[config.mk]
export PLATFORM = sky130hd
export DESIGN_NAME = dsa_ram
export DESIGN_NICKNAME = d
export VERILOG_FILES = /design/src/rtl/descriptor_slot_allocator_macros.svh /design/src/rtl/dsa_ram.sv
export SDC_FILE = /design/constraint.sdc
export NUM_CORES = 1
export LEC_CHECK = 0
export BUFFER_PORTS_ARGS = -buffer_cell sky130_fd_sc_hd__clkbuf_2
export CAP_MARGIN = 10
export CORE_MARGIN = 3
export CORE_UTILIZATION = 60
export DETAILED_ROUTE_END_ITERATION = 7
export PLACE_DENSITY = 0.78
export SLEW_MARGIN = 10
export SYNTH_ARGS = -nofsm -noshare
export SYNTH_HDL_FRONTEND = slang
export SYNTH_SLANG_ARGS = --single-unit
[constraint.sdc]
create_clock -name clk -period 4.9 [get_ports clk]
set_clock_uncertainty 0.15 [all_clocks]
set_input_delay 0.735 -clock clk [delete_from_list [all_inputs] [get_ports clk]]
set_output_delay 0.735 -clock clk [all_outputs]
set_load 0.005 [all_outputs]
[src/rtl/descriptor_slot_allocator_macros.svh]
// descriptor_slot_allocator_macros.svh: assertion macros for the slot allocator RTL.
// Depends on nothing; included by modules that carry concurrent assertions.
`ifndef DESCRIPTOR_SLOT_ALLOCATOR_MACROS_SVH
`define DESCRIPTOR_SLOT_ALLOCATOR_MACROS_SVH
`ifndef SYNTHESIS
`define DSA_ASSERT(label, clk, rst, prop, msg) \
  label: assert property (@(posedge clk) disable iff (rst) prop) else $error(msg);
`define DSA_ASSERT_ALWAYS(label, clk, prop, msg) \
  label: assert property (@(posedge clk) prop) else $error(msg);
`else
`define DSA_ASSERT(label, clk, rst, prop, msg)
`define DSA_ASSERT_ALWAYS(label, clk, prop, msg)
`endif
`endif

[src/rtl/dsa_ram.sv]
// dsa_ram: generic single-write, single-read RAM with registered read data.
// Depends on nothing; instanced by descriptor_slot_allocator.
module dsa_ram #(
  parameter int WIDTH = 8,
  parameter int DEPTH = 16
) (
  input  logic                     clk,
  input  logic                     we,
  input  logic [$clog2(DEPTH)-1:0] waddr,
  input  logic [WIDTH-1:0]         wdata,
  input  logic [$clog2(DEPTH)-1:0] raddr,
  output logic [WIDTH-1:0]         rdata
);

  logic [WIDTH-1:0] mem [DEPTH];

  always_ff @(posedge clk) begin
    if (we) begin
      mem[waddr] <= wdata;
    end
    rdata <= mem[raddr];
  end

endmodule
== Word level (Yosys, flattened, before mapping) ==
Memories as Yosys holds them, arrays and structs flattened. A register that Yosys moved wholly into a read port is not among the register bits.
Cells that the tools add are included.

* Memory bits (writable): 128
* Output and inout bits: 8
* Input bits: 18
* Word-level logic and storage cells: 3
* Memories kept: 1
* Flip-flop bits (word level): 0

{| class="wikitable"
|+ Memories
! name !! depth !! width !! read ports !! clocked after Yosys merged registers in !! wr ports !! line !! text
|-
| mem || 16 || 8 || 1 || 1 || 1 || dsa_ram.sv:15 || <nowiki>logic [WIDTH-1:0] mem [DEPTH];</nowiki>
|}

* Mux-type cells: 2

{| class="wikitable"
|+ Operators by type and width
! cell !! count
|-
| $mux W1 || 2
|}

== Longest topological paths before layout ==
* Word-level depth: 2
* Depth in mapped cells: 5
* Mapped depth without buffers: 3

== Worst setup path before layout ==
OpenSTA, ideal clock, no wires.

* Path type: input-to-reg
* From: input port waddr[2]
* To: memory mem[0][0], enable pin
* Buffers on the path: 0
* Stages: 2
* Required time: 4367 ps
* Setup time: 383 ps
* Path slack: 2522 ps
* Arrival time: 1845 ps
* Cells stage by stage: or3b_2 nor3_1

{| class="wikitable"
|+ RTL lines
! item !! line !! text
|-
| start, declared || dsa_ram.sv:9 || <nowiki>input logic [$clog2(DEPTH)-1:0] waddr,</nowiki>
|-
| end, declared || dsa_ram.sv:15 ||
|}

Straight into the memory's write port.

==> summary by stage <==
Setup path
The path type of the worst setup path is input port to flip-flop. The endpoint identified for the worst register-to-register timing path is rdata[1]. The worst setup path startpoint is raddr[0]. The category of the worst setup path launch point is an input port. The delay of the slowest cell on the worst path is around 670 ps. The slowest cell on the critical path is clkbuf_2. Walking the worst path, the cells encountered are clkbuf_2 -> buf_4 -> mux4_1 -> a22oi_1 -> nand2_1. The setup slack of the most critical reg-to-reg path is between 3000 and 4000 ps.

The number of buffers and inverters on the critical path is 2. In this run the worst path has a maximum fanout of 24. Data on the critical path is required at its endpoint by 5140 ps. The critical path ends at rdata[5]. The count of cells along the worst register-to-register path is 3. The kind of cell adding the most delay to the critical path is buffers and inverters. Counting buffers and inverters, the worst setup path is 5 cells deep. For the worst setup path, the data arrival time is about 2700 ps. The endpoint kind of the worst setup timing path is a flip-flop.

The startpoint identified for the worst register-to-register timing path is mem[1][1].

GRT
Across every metal layer, demand over resource in global routing totals 0.230. The overflow left after global routing is 0. The first global-routing pass estimated 15600 um of wire. The initial antenna violation count is 0.

The number of global-route vias before repair is approximately 2500. Entering global routing, the biggest net connects 33 pins.

Clocking
After clock tree synthesis, the setup repair step added 0 buffers. Clock latency on the worst-skew pair, taken at its later pin, is between 500 and 600 ps. The clock input transition at the sequential cells of the worst setup and hold paths is approximately 60 ps.

The number of hold buffers added after CTS was 0. The root buffer cell chosen for the clock tree is clkbuf_8. The number of sinks handled by clock tree synthesis is about 140. CTS built an H-tree with a depth of 4. The clock tree from TritonCTS is yes. No sink is reached through more buffers than the 2 on the longest clock path. TritonCTS created 17 clock buffers. After clock tree synthesis, the repair step resized 0 gates.

Synth
The async set or reset register ratio after synthesis is 0. The mean area per synthesized cell is between 20 and 25 sq um. For this run, the number of Yosys warnings is 0. The share of the synthesized area in the top cell type is 0.747.

The proportion of synthesized chip area in sequential cells is 0.778. After synthesis the cells add up to between 5000 and 6000 sq um. The cell taking the most area after synthesis is edfxtp_1. When the netlist entered floorplanning its net count stood at around 250. In this run, synthesis inferred roughly 130 flip-flops with an integrated enable. Synthesis inferred around 140 register bits. The most used flip-flop cell after synthesis is edfxtp_1. Yosys attributes the largest share of cell area to edfxtp_1 (75%), mux4_2 (7.9%), mux4_1 (7.1%). Yosys instantiated no cell more often than edfxtp_1. The count of unique library cells instantiated by Yosys is 19. In the synthesized netlist, the number of instances is 229.

Ranked by instance count, the synthesized netlist is headed by edfxtp_1 (128), mux4_2 (18), a22oi_1 (16).

Die
The die covers 9730 sq um. The width of the die is 98.6 um. Pin placement for this block handled 26 I/O pins.

The starting density of the core is 0.623. In this run the standard cell core region covers between 8000 and 9000 sq um. The die is 98.6 um tall. The number of rows created at floorplan is 33.

Hold path
The startpoint identified for the worst hold timing path is wdata[3]. The worst hold path belongs to the class input port to flip-flop.

Placement
Summed over all nets, the half-perimeter wirelength after detailed placement is about 5800 um. The pre-CTS worst setup slack is just under 2000 ps. The global placement routability congestion is 0.811. Input and output buffers added on the ports amount to 25.

Timing
Timing would allow up to roughly 0.41 GHz. The number of hold violations in the final report is 0. The setup TNS is 0 ps. The slack of the critical path is approximately 2500 ps. Setup repair after global routing left no endpoint under its margin. Of the available clock period, the critical path in the final layout requires 0.494. The time the worst path needs with I/O delays and setup is roughly 2400 ps. The final number of max-transition violations is 0. For the pin with the worst max-slew slack, the measured transition is approximately 1200 ps. The final-report setup violation count is 0. The headroom to the max-slew limit is 0.196.

Routing
After detailed routing, the number of vias per cell comes to approximately 6.4. The iteration-0 DRC count of the detailed router is roughly 240. The detailed-route DRC error count is 0. The average wire per cell in the routed design is approximately 27 um.

The routed layout has ~2500 vias. The count of nets left with antenna violations once routing finished came out at 0. The first-pass iteration count of the detailed router is 5. The wire length after detailed routing is between 10000 and 15000 um.

Cells and area
The fraction of final layout cells sized beyond drive strength 1 is 0.283. From synthesis to final layout, the design area changed by 15.9%. Once layout is complete, the utilization of the core stands at 0.722. The repair_antennas step left the layout with diodes totalling 0. The net count of the finished layout is roughly 280.

Run
Max-cap violations in this run came to 0.

Power
The worst ir drop on vdd is around 0.00034 V. The design draws 2.73 mW. For this design the ratio of total power to cell area is 458 nW/um^2. In this run the static leakage power is 2.00 nW.

Status
The run finished with clean final reports.
-- cells in the final DEF, fill, tap and decap left out --
cell        instances
nor3_1              3
buf_4               3
nand3_1             1
clkinv_2            2
edfxtp_1          128
or3b_2              1
and2_1              1
clkbuf_8            3
mux4_2             18
nor2_1             13
nor2b_1             1
a22oi_1            16
nand2b_1            2
dfxtp_1             8
nor3_2              1
clkbuf_2           25
clkbuf_1            1
mux4_1             14
clkbuf_16          16
nand3b_1            2
nand2_1             9
clkinvlp_4          6
and2b_1             1
bufinv_16           4
-- worst min path at each step --
| stage | slack [ps] | to | cells past startpoint |
|---|---|---|---|
| 6_report | 500 | mem[11][3] | 1 |
| 2_1_floorplan | 480 | rdata[0] | 3 |
| 5_1_grt | 520 | mem[10][3] | 1 |
| 3_5_place_dp | 510 | rdata[6] | 3 |
| 3_3_place_gp | 490 | rdata[1] | 3 |
| 4_1_cts | 490 | mem[11][3] | 1 |
-- logic make-up (layout without fill, tap and decap cells) --
| family | Yosys count | count (layout) | synth area share |
|---|---|---|---|
| mux | 32 | 32 | 0.150 |
| buf+inv | 10 | 60 | 0.0168 |
| compound gates | 16 | 16 | 0.0233 |
| flops | 136 | 136 | 0.778 |
| simple gates | 35 | 35 | 0.0318 |
-- state kept, by name, summed over array words and instances (netlist names) --
name / count
rdata: 8
mem: 128
-- routing by layer --
layer,vias to the layer above,part of all wire,global-route usage
met2,135,0.52,0.373
met4,0,0.022,0.0945
met3,21,0.086,0.0644
met1,1271,0.37,0.300
li1,1049,-,-
met5,-,0,0
-- layout make-up --
class | count | area, sq um
Tap cell | 105 | 131
Clock buffer | 20 | 445
Timing Repair Buffer | 28 | 148
Multi-Input combinational cell | 83 | 1060
Fill cell | 471 | 2290
Clock inverter | 12 | 175
Sequential cell | 136 | 4000
-- through the flow --
step / cells / hold WS, ps / area [sq um]
after floorplan: 229 / 479 / 5150
after global placement: 352 / 494 / 5350
after detailed placement: 352 / 508 / 5350
after CTS: 384 / 485 / 5970
after global routing: 384 / 522 / 5970
final: 384 / 496 / 5970
-- where the power goes --
part	switching [mW]	total (mW)	internal (mW)
clock network	0.457	1.31	0.851
logic	0.0689	0.116	0.0470
registers	0.00768	1.31	1.30
Note: power is estimated with default switching activity, not from simulation.
